File: src/rtl/core/j1939_bam_segmenter_top_defines.svh
// ---------------------------------------------------------------------------
// J1939 BAM segmenter assertion macros
// Clocked on clk, disabled while rst_n is low.
// ---------------------------------------------------------------------------
`ifndef J1939_BAM_SEGMENTER_TOP_DEFINES_SVH
`define J1939_BAM_SEGMENTER_TOP_DEFINES_SVH

`ifndef ASSERT_OFF
// Property must hold at every clock edge out of reset
`define BSEG_ASSERT(lbl, prop) \
    lbl: assert property (@(posedge clk) disable iff (!rst_n) prop) \
        else $error("bseg assertion failed");
// Condition must never be true out of reset
`define BSEG_NEVER(lbl, cond) \
    lbl: assert property (@(posedge clk) disable iff (!rst_n) !(cond)) \
        else $error("bseg forbidden condition seen");
`else
`define BSEG_ASSERT(lbl, prop)
`define BSEG_NEVER(lbl, cond)
`endif

`endif

File: src/rtl/core/bseg_pkg.sv
// ---------------------------------------------------------------------------
// bseg_pkg
// Shared types, constants and helper functions of the J1939 BAM segmenter.
// ---------------------------------------------------------------------------
`timescale 1ns / 1ps

package bseg_pkg;

    localparam int LEN_W  = 11;
    localparam int TIME_W = 64;
    localparam int DATA_W = 64;
    localparam int ID_W   = 29;
    localparam int GRP_W  = 18;
    localparam int SPC_W  = 32;

    localparam logic [LEN_W-1:0] MAX_PAYLOAD = 11'd1785;
    localparam logic [LEN_W-1:0] SINGLE_MAX  = 11'd8;

    localparam logic [GRP_W-1:0] TP_CM_GROUP = 18'h0EC00;
    localparam logic [GRP_W-1:0] TP_DT_GROUP = 18'h0EB00;
    localparam logic [2:0]       TP_PRIO     = 3'd7;
    localparam logic [7:0]       GLOBAL_DEST = 8'hFF;
    localparam logic [7:0]       BAM_CONTROL = 8'h20;
    localparam logic [7:0]       PDU2_FIRST  = 8'hF0;
    localparam logic [2:0]       LAST_SLOT   = 3'd6;

    // floor(x / 7) for x below 2048: multiply by ceil(2^15 / 7), keep bits 15 and up
    localparam logic [12:0] DIV7_MUL = 13'd4682;

    // Configuration register indexes
    localparam logic [1:0] CFG_GROUP   = 2'd0;
    localparam logic [1:0] CFG_SOURCE  = 2'd1;
    localparam logic [1:0] CFG_PRIO    = 2'd2;
    localparam logic [1:0] CFG_SPACING = 2'd3;

    typedef struct packed {
        logic [GRP_W-1:0] group_number;
        logic [7:0]       source_address;
        logic [2:0]       single_priority;
        logic [SPC_W-1:0] frame_spacing;
    } cfg_t;

    typedef struct packed {
        logic              start_req;
        logic [LEN_W-1:0]  payload_len;
        logic [TIME_W-1:0] start_time;
        logic [7:0]        byte_value;
    } item_t;

    typedef struct packed {
        logic [ID_W-1:0]   frame_id;
        logic [TIME_W-1:0] frame_time;
        logic [3:0]        frame_len;
        logic [DATA_W-1:0] frame_data;
        logic              last_frame;
    } frame_t;

    // Identifier: priority, group number, source; destination-specific groups go global
    function automatic logic [ID_W-1:0] make_id(input logic [GRP_W-1:0] grp,
                                               input logic [2:0] prio,
                                               input logic [7:0] src);
        logic [GRP_W-1:0] g;
        g = grp;
        if (g[15:8] < PDU2_FIRST)
        begin
            g[7:0] = GLOBAL_DEST;
        end
        return {prio, g, src};
    endfunction

    function automatic logic [DATA_W-1:0] put_byte(input logic [DATA_W-1:0] word,
                                                  input logic [2:0] pos,
                                                  input logic [7:0] v);
        logic [DATA_W-1:0] w;
        w = word;
        for (int i = 0; i < 8; i++)
        begin
            if (pos == 3'(i))
            begin
                w[i*8 +: 8] = v;
            end
        end
        return w;
    endfunction

    // Keep the first len bytes, clear the rest
    function automatic logic [DATA_W-1:0] keep_bytes(input logic [DATA_W-1:0] word,
                                                    input logic [3:0] len);
        logic [DATA_W-1:0] w;
        w = '0;
        for (int i = 0; i < 8; i++)
        begin
            if (4'(i) < len)
            begin
                w[i*8 +: 8] = word[i*8 +: 8];
            end
        end
        return w;
    endfunction

    // Number of seven-byte packets: ceil(len / 7)
    function automatic logic [7:0] packet_count(input logic [LEN_W-1:0] len);
        logic [11:0] x;
        logic [24:0] p;
        x = {1'b0, len} + 12'd6;
        p = 25'(x) * 25'(DIV7_MUL);
        return p[22:15];
    endfunction

endpackage

File: src/rtl/core/bseg_cfg.sv
// ---------------------------------------------------------------------------
// bseg_cfg
// Configuration register file of the segmenter.
// ---------------------------------------------------------------------------
`timescale 1ns / 1ps

module bseg_cfg
    import bseg_pkg::*;
(
    input  logic             clk,
    input  logic             rst_n,
    input  logic             cfg_valid,
    output logic             cfg_ready,
    input  logic [1:0]       cfg_index,
    input  logic [SPC_W-1:0] cfg_data,
    output cfg_t             cfg
);

    cfg_t cfg_reg;

    assign cfg_ready = 1'b1;
    assign cfg       = cfg_reg;

    always_ff @(posedge clk or negedge rst_n)
    begin
        if (!rst_n)
        begin
            cfg_reg.group_number    <= '0;
            cfg_reg.source_address  <= '0;
            cfg_reg.single_priority <= 3'd6;
            cfg_reg.frame_spacing   <= 32'd500000;
        end
        else if (cfg_valid && cfg_ready)
        begin
            unique case (cfg_index)
                CFG_GROUP:   cfg_reg.group_number    <= cfg_data[GRP_W-1:0];
                CFG_SOURCE:  cfg_reg.source_address  <= cfg_data[7:0];
                CFG_PRIO:    cfg_reg.single_priority <= cfg_data[2:0];
                CFG_SPACING: cfg_reg.frame_spacing   <= cfg_data;
                default:     cfg_reg.frame_spacing   <= cfg_reg.frame_spacing;
            endcase
        end
    end

endmodule

File: src/rtl/core/bseg_ingress.sv
// ---------------------------------------------------------------------------
// bseg_ingress
// Input register: captures one request and holds it until the engine takes it.
// ---------------------------------------------------------------------------
`timescale 1ns / 1ps

module bseg_ingress
    import bseg_pkg::*;
(
    input  logic              clk,
    input  logic              rst_n,
    input  logic              in_valid,
    output logic              in_stall,
    input  logic              start_req,
    input  logic [LEN_W-1:0]  payload_len,
    input  logic [TIME_W-1:0] start_time,
    input  logic [7:0]        byte_value,
    input  logic              advance,
    output logic              item_valid,
    output item_t             item
);

    logic  valid_reg;
    logic  valid_next;
    item_t item_reg;
    logic  take;

    // Hold the request while the engine cannot advance
    assign in_stall   = valid_reg && !advance;
    assign take       = in_valid && !in_stall;
    assign valid_next = take || (valid_reg && !advance);

    assign item_valid = valid_reg;
    assign item       = item_reg;

    always_ff @(posedge clk or negedge rst_n)
    begin
        if (!rst_n)
        begin
            valid_reg <= 1'b0;
        end
        else
        begin
            valid_reg <= valid_next;
        end
    end

    always_ff @(posedge clk)
    begin
        if (take)
        begin
            item_reg.start_req   <= start_req;
            item_reg.payload_len <= payload_len;
            item_reg.start_time  <= start_time;
            item_reg.byte_value  <= byte_value;
        end
    end

endmodule

File: src/rtl/core/bseg_engine.sv
// ---------------------------------------------------------------------------
// bseg_engine
// Message state, frame assembly and the result register.
// ---------------------------------------------------------------------------
`timescale 1ns / 1ps

`include "j1939_bam_segmenter_top_defines.svh"

module bseg_engine
    import bseg_pkg::*;
(
    input  logic   clk,
    input  logic   rst_n,
    input  cfg_t   cfg,
    input  logic   item_valid,
    input  item_t  item,
    output logic   advance,
    input  logic   out_stall,
    output logic   out_valid,
    output frame_t frame
);

    logic              in_msg_reg,  in_msg_next;
    logic [LEN_W-1:0]  msg_len_reg, msg_len_next;
    logic [LEN_W-1:0]  rcv_reg,     rcv_next;
    logic [DATA_W-1:0] gather_reg,  gather_next;
    logic [7:0]        seq_reg,     seq_next;
    logic [TIME_W-1:0] time_reg,    time_next;
    logic [2:0]        pos_reg,     pos_next;
    logic              valid_reg,   valid_next;
    frame_t            res_reg,     res_next;

    logic              step;
    logic              produce;
    logic              emit_data;
    logic              proc;
    logic [LEN_W-1:0]  eff_len;
    logic [LEN_W-1:0]  eff_rcv;
    logic [DATA_W-1:0] eff_gather;
    logic [7:0]        eff_seq;
    logic [TIME_W-1:0] eff_time;
    logic [2:0]        eff_pos;
    logic [LEN_W-1:0]  rcv_inc;
    logic [DATA_W-1:0] g_single;
    logic [DATA_W-1:0] g_multi;
    logic [7:0]        seq_inc;
    logic              done;
    logic [TIME_W-1:0] time_inc;
    logic [DATA_W-1:0] announce;

    assign advance = !valid_reg || !out_stall;
    assign step    = item_valid && advance;

    // A start restarts the message context from the request itself
    assign eff_len    = item.start_req ? item.payload_len : msg_len_reg;
    assign eff_rcv    = item.start_req ? '0 : rcv_reg;
    assign eff_gather = item.start_req ? '1 : gather_reg;
    assign eff_seq    = item.start_req ? '0 : seq_reg;
    assign eff_time   = item.start_req ? item.start_time : time_reg;
    assign eff_pos    = item.start_req ? '0 : pos_reg;

    assign rcv_inc  = eff_rcv + 11'd1;
    assign done     = rcv_inc >= eff_len;
    assign seq_inc  = eff_seq + 8'd1;
    assign time_inc = eff_time + TIME_W'(cfg.frame_spacing);
    assign g_single = put_byte(eff_gather, eff_rcv[2:0], item.byte_value);
    assign g_multi  = put_byte(eff_gather, eff_pos + 3'd1, item.byte_value);

    assign announce = {{6'b0, cfg.group_number[17:16]}, cfg.group_number[15:8],
                       cfg.group_number[7:0], 8'hFF, packet_count(item.payload_len),
                       {5'b0, item.payload_len[10:8]}, item.payload_len[7:0], BAM_CONTROL};

    always_comb
    begin
        in_msg_next  = in_msg_reg;
        msg_len_next = msg_len_reg;
        rcv_next     = rcv_reg;
        gather_next  = gather_reg;
        seq_next     = seq_reg;
        time_next    = time_reg;
        pos_next     = pos_reg;
        produce      = 1'b0;
        emit_data    = 1'b0;
        proc         = 1'b0;
        res_next     = res_reg;

        if (item.start_req)
        begin
            in_msg_next  = 1'b0;
            rcv_next     = '0;
            gather_next  = '1;
            seq_next     = '0;
            time_next    = item.start_time;
            pos_next     = '0;
            msg_len_next = '0;
            if (item.payload_len <= MAX_PAYLOAD)
            begin
                msg_len_next = item.payload_len;
                if (item.payload_len == '0)
                begin
                    // Empty payload: one empty frame straight away
                    produce             = 1'b1;
                    res_next.frame_id   = make_id(cfg.group_number, cfg.single_priority,
                                                  cfg.source_address);
                    res_next.frame_time = item.start_time;
                    res_next.frame_len  = 4'd0;
                    res_next.frame_data = '0;
                    res_next.last_frame = 1'b1;
                end
                else
                begin
                    in_msg_next = 1'b1;
                    proc        = 1'b1;
                    if (item.payload_len > SINGLE_MAX)
                    begin
                        produce             = 1'b1;
                        res_next.frame_id   = make_id(TP_CM_GROUP, TP_PRIO,
                                                      cfg.source_address);
                        res_next.frame_time = item.start_time;
                        res_next.frame_len  = 4'd8;
                        res_next.frame_data = announce;
                        res_next.last_frame = 1'b0;
                    end
                end
            end
        end
        else
        begin
            proc = in_msg_reg;
        end

        if (proc)
        begin
            rcv_next = rcv_inc;
            if (eff_len <= SINGLE_MAX)
            begin
                if (done)
                begin
                    produce             = 1'b1;
                    res_next.frame_id   = make_id(cfg.group_number, cfg.single_priority,
                                                  cfg.source_address);
                    res_next.frame_time = eff_time;
                    res_next.frame_len  = eff_len[3:0];
                    res_next.frame_data = (eff_len == SINGLE_MAX) ? g_single
                                          : keep_bytes(g_single, eff_len[3:0]);
                    res_next.last_frame = 1'b1;
                    in_msg_next         = 1'b0;
                    gather_next         = '1;
                end
                else
                begin
                    gather_next = g_single;
                end
            end
            else if ((eff_pos == LAST_SLOT) || done)
            begin
                produce             = 1'b1;
                emit_data           = 1'b1;
                seq_next            = seq_inc;
                time_next           = time_inc;
                res_next.frame_id   = make_id(TP_DT_GROUP, TP_PRIO, cfg.source_address);
                res_next.frame_time = time_inc;
                res_next.frame_len  = 4'd8;
                res_next.frame_data = {g_multi[DATA_W-1:8], seq_inc};
                res_next.last_frame = done;
                gather_next         = '1;
                pos_next            = '0;
                if (done)
                begin
                    in_msg_next = 1'b0;
                end
            end
            else
            begin
                gather_next = g_multi;
                pos_next    = eff_pos + 3'd1;
            end
        end
    end

    assign valid_next = advance ? (item_valid && produce) : valid_reg;

    always_ff @(posedge clk or negedge rst_n)
    begin
        if (!rst_n)
        begin
            in_msg_reg  <= 1'b0;
            msg_len_reg <= '0;
            rcv_reg     <= '0;
            gather_reg  <= '1;
            seq_reg     <= '0;
            time_reg    <= '0;
            pos_reg     <= '0;
            valid_reg   <= 1'b0;
        end
        else
        begin
            valid_reg <= valid_next;
            if (step)
            begin
                in_msg_reg  <= in_msg_next;
                msg_len_reg <= msg_len_next;
                rcv_reg     <= rcv_next;
                gather_reg  <= gather_next;
                seq_reg     <= seq_next;
                time_reg    <= time_next;
                pos_reg     <= pos_next;
            end
        end
    end

    always_ff @(posedge clk)
    begin
        if (step && produce)
        begin
            res_reg <= res_next;
        end
    end

    assign out_valid = valid_reg;
    assign frame     = res_reg;

    `BSEG_ASSERT(a_single_count, (in_msg_reg && (msg_len_reg <= SINGLE_MAX)) |-> (rcv_reg < msg_len_reg))
    `BSEG_ASSERT(a_slot_range, (in_msg_reg && (msg_len_reg > SINGLE_MAX)) |-> (pos_reg <= LAST_SLOT))
    `BSEG_NEVER(a_open_len, in_msg_reg && ((msg_len_reg == '0) || (msg_len_reg > MAX_PAYLOAD)))
    `BSEG_ASSERT(a_last_closes, (step && produce && res_next.last_frame) |=> !in_msg_reg)
    `BSEG_ASSERT(a_gather_clear, (step && emit_data) |=> (gather_reg == '1))

endmodule

File: src/rtl/core/j1939_bam_segmenter_top.sv
// ---------------------------------------------------------------------------
// j1939_bam_segmenter_top
// Splits a message into J1939 broadcast-announce transport CAN frames.
// ---------------------------------------------------------------------------
// Usage:
//   Input channel (in_valid / in_stall) carries one payload byte per request;
//   the first request of a message has start_req set together with its
//   payload_len and start_time. Output channel (out_valid / out_stall) carries
//   at most one frame per request: single frame, announce or data frame.
//   Configuration channel (cfg_valid / cfg_ready, cfg_index, cfg_data) writes
//   group number, source address, single-frame priority and frame spacing;
//   cfg_ready is always high. Write registers only while the block is idle.
// Timing:
//   A taken request is held in the input register; the frame logic works on
//   it and its frame is loaded into the result register.
//   One request is taken every cycle unless out_stall holds a frame; the
//   single input register and the single result register set that rate.
// Reset:
//   rst_n clears the message state (no message open) and loads the register
//   defaults: priority 6, spacing 500000, group and source 0.
// Stall:
//   While out_stall holds a frame, the input register holds one request and
//   in_stall rises until the result register drains.
// ---------------------------------------------------------------------------
`timescale 1ns / 1ps

module j1939_bam_segmenter_top
    import bseg_pkg::*;
(
    input  logic              clk,
    input  logic              rst_n,
    // request channel
    input  logic              in_valid,
    output logic              in_stall,
    input  logic              start_req,
    input  logic [LEN_W-1:0]  payload_len,
    input  logic [TIME_W-1:0] start_time,
    input  logic [7:0]        byte_value,
    // frame channel
    output logic              out_valid,
    input  logic              out_stall,
    output logic [ID_W-1:0]   frame_id,
    output logic [TIME_W-1:0] frame_time,
    output logic [3:0]        frame_len,
    output logic [DATA_W-1:0] frame_data,
    output logic              last_frame,
    // configuration channel
    input  logic              cfg_valid,
    output logic              cfg_ready,
    input  logic [1:0]        cfg_index,
    input  logic [SPC_W-1:0]  cfg_data
);

    cfg_t   cfg;
    item_t  item;
    logic   item_valid;
    logic   advance;
    frame_t frame;

    // Register file for the four configuration fields
    bseg_cfg u_cfg (
        .clk       (clk),
        .rst_n     (rst_n),
        .cfg_valid (cfg_valid),
        .cfg_ready (cfg_ready),
        .cfg_index (cfg_index),
        .cfg_data  (cfg_data),
        .cfg       (cfg)
    );

    // Hold each request in the input register until the engine advances
    bseg_ingress u_ingress (
        .clk         (clk),
        .rst_n       (rst_n),
        .in_valid    (in_valid),
        .in_stall    (in_stall),
        .start_req   (start_req),
        .payload_len (payload_len),
        .start_time  (start_time),
        .byte_value  (byte_value),
        .advance     (advance),
        .item_valid  (item_valid),
        .item        (item)
    );

    // Advance the message state and load the frame into the result register
    bseg_engine u_engine (
        .clk        (clk),
        .rst_n      (rst_n),
        .cfg        (cfg),
        .item_valid (item_valid),
        .item       (item),
        .advance    (advance),
        .out_stall  (out_stall),
        .out_valid  (out_valid),
        .frame      (frame)
    );

    assign frame_id   = frame.frame_id;
    assign frame_time = frame.frame_time;
    assign frame_len  = frame.frame_len;
    assign frame_data = frame.frame_data;
    assign last_frame = frame.last_frame;

endmodule

File: config.mk
export PLATFORM = sky130hd
export DESIGN_NAME = j1939_bam_segmenter_top
export DESIGN_NICKNAME = d
export VERILOG_FILES = /design/src/rtl/core/bseg_pkg.sv /design/src/rtl/core/bseg_cfg.sv /design/src/rtl/core/bseg_ingress.sv /design/src/rtl/core/bseg_engine.sv /design/src/rtl/core/j1939_bam_segmenter_top.sv
export VERILOG_INCLUDE_DIRS = /design/src /design/src/rtl/core
export SDC_FILE = /design/constraint.sdc
export NUM_CORES = 1
export LEC_CHECK = 0
export BUFFER_PORTS_ARGS = -buffer_cell sky130_fd_sc_hd__buf_2
export CAP_MARGIN = 20
export CORE_UTILIZATION = 35
export DETAILED_ROUTE_END_ITERATION = 6
export GPL_TIMING_DRIVEN = 0
export PLACE_DENSITY = 0.65
export SYNTH_ARGS = -nofsm -noshare
export SYNTH_HDL_FRONTEND = slang
export SYNTH_HIERARCHICAL = 1
export SYNTH_SLANG_ARGS = --single-unit
File: constraint.sdc
create_clock -name clk -period 11.65 [get_ports clk]
set_clock_uncertainty 0.1 [all_clocks]
set_input_delay 1.165 -clock clk [delete_from_list [all_inputs] [get_ports clk]]
set_output_delay 1.165 -clock clk [all_outputs]
set_load 0.02 [all_outputs]
==> results.md <==
Final layout:
- The post-route cell area is 0.0329 mm^2.
- The layout net count is 3426.
- The filler cells instantiated in the layout total 7912.
- The area of combinational cells with multiple inputs is 0.0139 mm^2.
- The final core utilization is 41.6%.
- The flip-flop count of the largest register, all copies and words added is 162.
- The ratio of cells with drive above 1 in the final layout is 18.9%.
- The area growth from synthesis to layout is 17.2%.
- The area taken by flip-flops and latches is 0.0131 mm^2.

Synthesis:
- For this run, asynchronously set or reset flops after synthesis account for 47.8%.
- Counting every net in the synthesized netlist gives 3075.
- A synthesized cell averages 9.98 um^2.
- The number of synthesis warnings is 6.
- The arithmetic-cell share of the synthesized area counting full adders, half adders and majority gates is 6.75%.
- Summing the areas of all and, or, nand and nor instances in the mapped netlist gives 13.3% of the synthesized area.
- The sequential share of the synthesized area is 46.7%.
- The share of the synthesized area in compound gates (AO/OA/AOI/OAI) is 18.8%.
- The area fraction of the dominant cell type after synthesis is 26.3%.
- The library cell with the highest instance count after synthesis is sky130_fd_sc_hd__nand2_1.
- The share of synthesized area spent on multiplexers is 6.65%.
- By area, the combinational part of the netlist is dominated by compound AO/OA/AOI/OAI gates.
- After Yosys synthesis, XOR and XNOR cells account for 3.87% of the synthesized area.
- Counting flops and latches in the post-synthesis netlist gives 471.
- In the synthesized netlist, the cells that appear most often are sky130_fd_sc_hd__nand2_1, sky130_fd_sc_hd__edfxtp_1, sky130_fd_sc_hd__nor2_1.
- The synthesized netlist occupies a cell area of 0.0281 mm^2.
- The top cell type by total area after synthesis is sky130_fd_sc_hd__edfxtp_1.
- In this run, synthesis inferred 246 flip-flops with an integrated enable.
- The cell count after synthesis is 2812.
- In this run, distinct cell masters in the synthesized netlist total 87.
- After synthesis, the cell types taking the most area are sky130_fd_sc_hd__edfxtp_1, sky130_fd_sc_hd__dfrtp_1, sky130_fd_sc_hd__dfstp_2, sky130_fd_sc_hd__ha_1, sky130_fd_sc_hd__nand2_1.
- The most common flop cell mapped by yosys is sky130_fd_sc_hd__edfxtp_1.

Route:
- For this block, the routed nets add up to 111 mm of wire.
- The number of search-and-repair iterations in the first detailed-routing pass is 7.
- The total vias in the final route is 25.3k.
- The detailed-route wire length per cell is 26.1 um.
- The first routing iteration left 3358 violations.
- In the routed design, unresolved DRC markers number 2.
- The number of vias per cell is 5.94.
- In this run the remaining antenna-violating nets after routing total 0.

STA:
- The hold violation count in the final report came to 0.
- The share of the cycle needed by the critical path after routing is 80.0%.
- Setup repair after global routing left no endpoint under its margin.
- The slew of the pin with the lowest slew margin is 1.27 ns.
- The headroom to the max-slew limit is 15.5%.
- The final-report setup violation count is 0.
- Once routing completed, OpenROAD measured the worst setup slack at 2.33 ns.
- The final critical-path required period is 9.32 ns.
- The final max-slew violation count is 0.
- Hold is met by 0.339 ns.
- The highest clock frequency the design can meet is 107 MHz.

Global route:
- Entering global routing, the biggest net connects 107 pins.
- The number of antenna violations at the first check in global routing is 2.
- For this run the aggregate overflow at the end of global routing stands at 0.
- The overall track demand over capacity in global routing is 26.6%.
- The number of global-route vias before repair is 24.2k.
- The wire length of the first global-routing pass is 161 mm.

Clock network:
- The number of buffers inserted for hold repair after clock tree synthesis is 0.
- The clock passes through at most 3 buffers.
- The root cell of the clock tree is sky130_fd_sc_hd__clkbuf_16.
- The number of clock sinks is 471.
- Gates resized during post-CTS repair numbered 0.
- The TritonCTS clock tree is yes.
- The number of levels in the clock H-tree is 2.
- The clock insertion delay at the later pin of the skew report is 0.64 ns.
- The number of setup buffers added after CTS is 0.
- The number of buffers inserted during clock tree synthesis is 54.
- The clock-pin slew on the worst setup and hold paths is 0.06 ns.

Pwr:
- The worst-case vdd ir drop is 0.000134 V.
- The leakage power summed over all cells is 0.0133 uW.
- After layout, the design draws a total of 5650 uW.
- In this run the power density over the cells is 172 mW/mm^2.

Setup path:
- The worst-case reg-to-reg path depth is 26.
- Of all nets on the critical path, the largest fanout is 23.
- STA classifies the critical path startpoint as a flop.
- The critical path in this run is classified as reg -> reg.
- Setup slack on the worst reg-to-reg path comes out at 2.33 ns.
- In this run the worst setup path begins at u_ingress/item[83]$_DFFE_PP_.
- The launching point of the worst reg2reg path is u_ingress/item[83]$_DFFE_PP_.
- STA classifies the critical path endpoint as a flop.
- STA puts the critical path data required time at 11.93 ns.
- For the worst setup path, the data arrival time is 9.60 ns.
- In this run the critical register-to-register path is captured at u_engine/frame[98]$_DFFE_PP_.

Floorplan:
- The standard-cell row count is 103.
- The floorplan step set the die width to 285 um.
- Once the floorplan was initialized, standard cells occupied 35.5% of the core.
- The core region area is 0.0791 mm^2.
- The floorplan step defined a die boundary enclosing 0.0813 mm^2.
- Measured along the y axis, the die boundary spans 285 um.
- The number of top-level pins is 288.

Flow run:
- The max capacitance violation total is 0.

Status:
- The final reports fail on design-rule violations.
- The flow ran to the end, but the final reports show violations.

Placed design:
- After detailed placement, the total cell area comes to 0.0310 mm^2.
- Summed over all nets, the half-perimeter wirelength after detailed placement is 81.8 mm.
- The final estimated routing congestion in global placement is 0.986.
- Prior to clock tree synthesis, the placed netlist has a worst setup slack of 2.71 ns.
- Input and output buffers added on the ports amount to 286.

Min path:
- The min-delay analysis places its worst path in the category in -> async.
==> final cells by class <==
| cell class | count | share of cell area [%] |
|---|---|---|
| multi-input combinational | 2073 | 42.2 |
| sequential | 471 | 39.9 |
| clock buffer | 82 | 5.09 |
| timing repair buffer | 295 | 5.02 |
| tap | 1050 | 4.00 |
| buffer | 188 | 2.41 |
| inverter | 80 | 0.913 |
| clock inverter | 19 | 0.544 |
| antenna | 1 | 0.00761 |
==> layer usage <==
| metal | vias to the layer above | wire length (um) | global-route usage [%] |
|---|---|---|---|
| li1 | 11100 | - | - |
| met1 | 12400 | 44600 | 34.9 |
| met2 | 1476 | 49700 | 41.4 |
| met3 | 301 | 11100 | 6.14 |
| met4 | 0 | 5670 | 12.3 |
| met5 | - | 0 | 0 |
==> placed cells by master, fill, tap and decap left out, types with 25 or more instances in the layout <==
master / netlist / routed
sky130_fd_sc_hd__nand2_1: 381 / 381
sky130_fd_sc_hd__buf_2: 29 / 314
sky130_fd_sc_hd__edfxtp_1: 246 / 246
sky130_fd_sc_hd__nor2_1: 225 / 224
sky130_fd_sc_hd__a21oi_1: 208 / 208
sky130_fd_sc_hd__o21ai_0: 170 / 170
sky130_fd_sc_hd__dfrtp_1: 152 / 152
sky130_fd_sc_hd__clkbuf_1: 135 / 147
sky130_fd_sc_hd__ha_1: 121 / 121
sky130_fd_sc_hd__mux2_2: 85 / 85
sky130_fd_sc_hd__inv_1: 79 / 79
sky130_fd_sc_hd__mux2i_1: 76 / 76
sky130_fd_sc_hd__dfstp_2: 73 / 73
sky130_fd_sc_hd__xnor2_1: 73 / 73
sky130_fd_sc_hd__clkbuf_16: 0 / 59
sky130_fd_sc_hd__a222oi_1: 55 / 55
sky130_fd_sc_hd__nand3_1: 54 / 54
sky130_fd_sc_hd__o211ai_1: 53 / 53
sky130_fd_sc_hd__xor2_1: 51 / 51
sky130_fd_sc_hd__nor3_1: 42 / 42
sky130_fd_sc_hd__a22oi_1: 38 / 38
sky130_fd_sc_hd__a31oi_1: 31 / 31
sky130_fd_sc_hd__a221oi_1: 31 / 31
sky130_fd_sc_hd__o22a_1: 27 / 27
sky130_fd_sc_hd__a22o_1: 26 / 26
sky130_fd_sc_hd__nor2b_1: 25 / 25
==> cells by family after synthesis <==
logic type      count (synthesis)
simple gates                  838
compound gates                796
flops                         471
buf+inv                       268
mux                           174
fa+ha+maj                     140
xor+xnor                      124
other cells                     1
==> report_power, final <==
group | internal, uW | switching [uW] | total [uW]
Combinational | 630 | 1080 | 1710
Sequential | 2020 | 157 | 2170
Clock | 1020 | 748 | 1770
Total | 3670 | 1980 | 5650
==> stage by stage <==
step,TNS [ns],instances
CTS,0,4258
detailed placement,0,4157
finish,0,4259
floorplan,0,2812
global placement,-466.87,4148
global route,0,4258
==> how the worst max path moves through the flow <==
stage | endpoint | depth (start not counted)
3_3_place_gp | u_engine/frame[115]$_DFFE_PP_ | 22
5_1_grt | u_engine/frame[115]$_DFFE_PP_ | 25
4_1_cts | u_engine/frame[115]$_DFFE_PP_ | 26
2_1_floorplan | u_engine/frame[0]$_DFFE_PP_ | 24
6_report | u_engine/frame[98]$_DFFE_PP_ | 26
3_5_place_dp | u_engine/frame[115]$_DFFE_PP_ | 26
==> critical path, cell delays in order, from the launching register on <==
cell and delay [ns]:
sky130_fd_sc_hd__edfxtp_1 0.35, sky130_fd_sc_hd__buf_6 0.20, sky130_fd_sc_hd__buf_6 0.18, sky130_fd_sc_hd__buf_2 0.30
sky130_fd_sc_hd__buf_6 0.23, sky130_fd_sc_hd__buf_4 0.23, sky130_fd_sc_hd__buf_2 0.40, sky130_fd_sc_hd__buf_2 0.44
sky130_fd_sc_hd__buf_2 0.51, sky130_fd_sc_hd__buf_2 0.42, sky130_fd_sc_hd__buf_2 0.39, sky130_fd_sc_hd__buf_1 0.63
sky130_fd_sc_hd__mux2i_1 0.34, sky130_fd_sc_hd__ha_1 0.30, sky130_fd_sc_hd__a21o_1 0.17, sky130_fd_sc_hd__a31oi_1 0.12
sky130_fd_sc_hd__o21ai_0 0.13, sky130_fd_sc_hd__a21oi_1 0.21, sky130_fd_sc_hd__o21ai_1 0.22, sky130_fd_sc_hd__o21a_1 0.24
sky130_fd_sc_hd__clkbuf_1 0.30, sky130_fd_sc_hd__nor2_1 0.93, sky130_fd_sc_hd__clkbuf_1 0.68, sky130_fd_sc_hd__nor2_4 0.32
sky130_fd_sc_hd__buf_16 0.28, sky130_fd_sc_hd__buf_12 0.18, sky130_fd_sc_hd__buf_12 0.18
(Power assumes the default switching activity.)
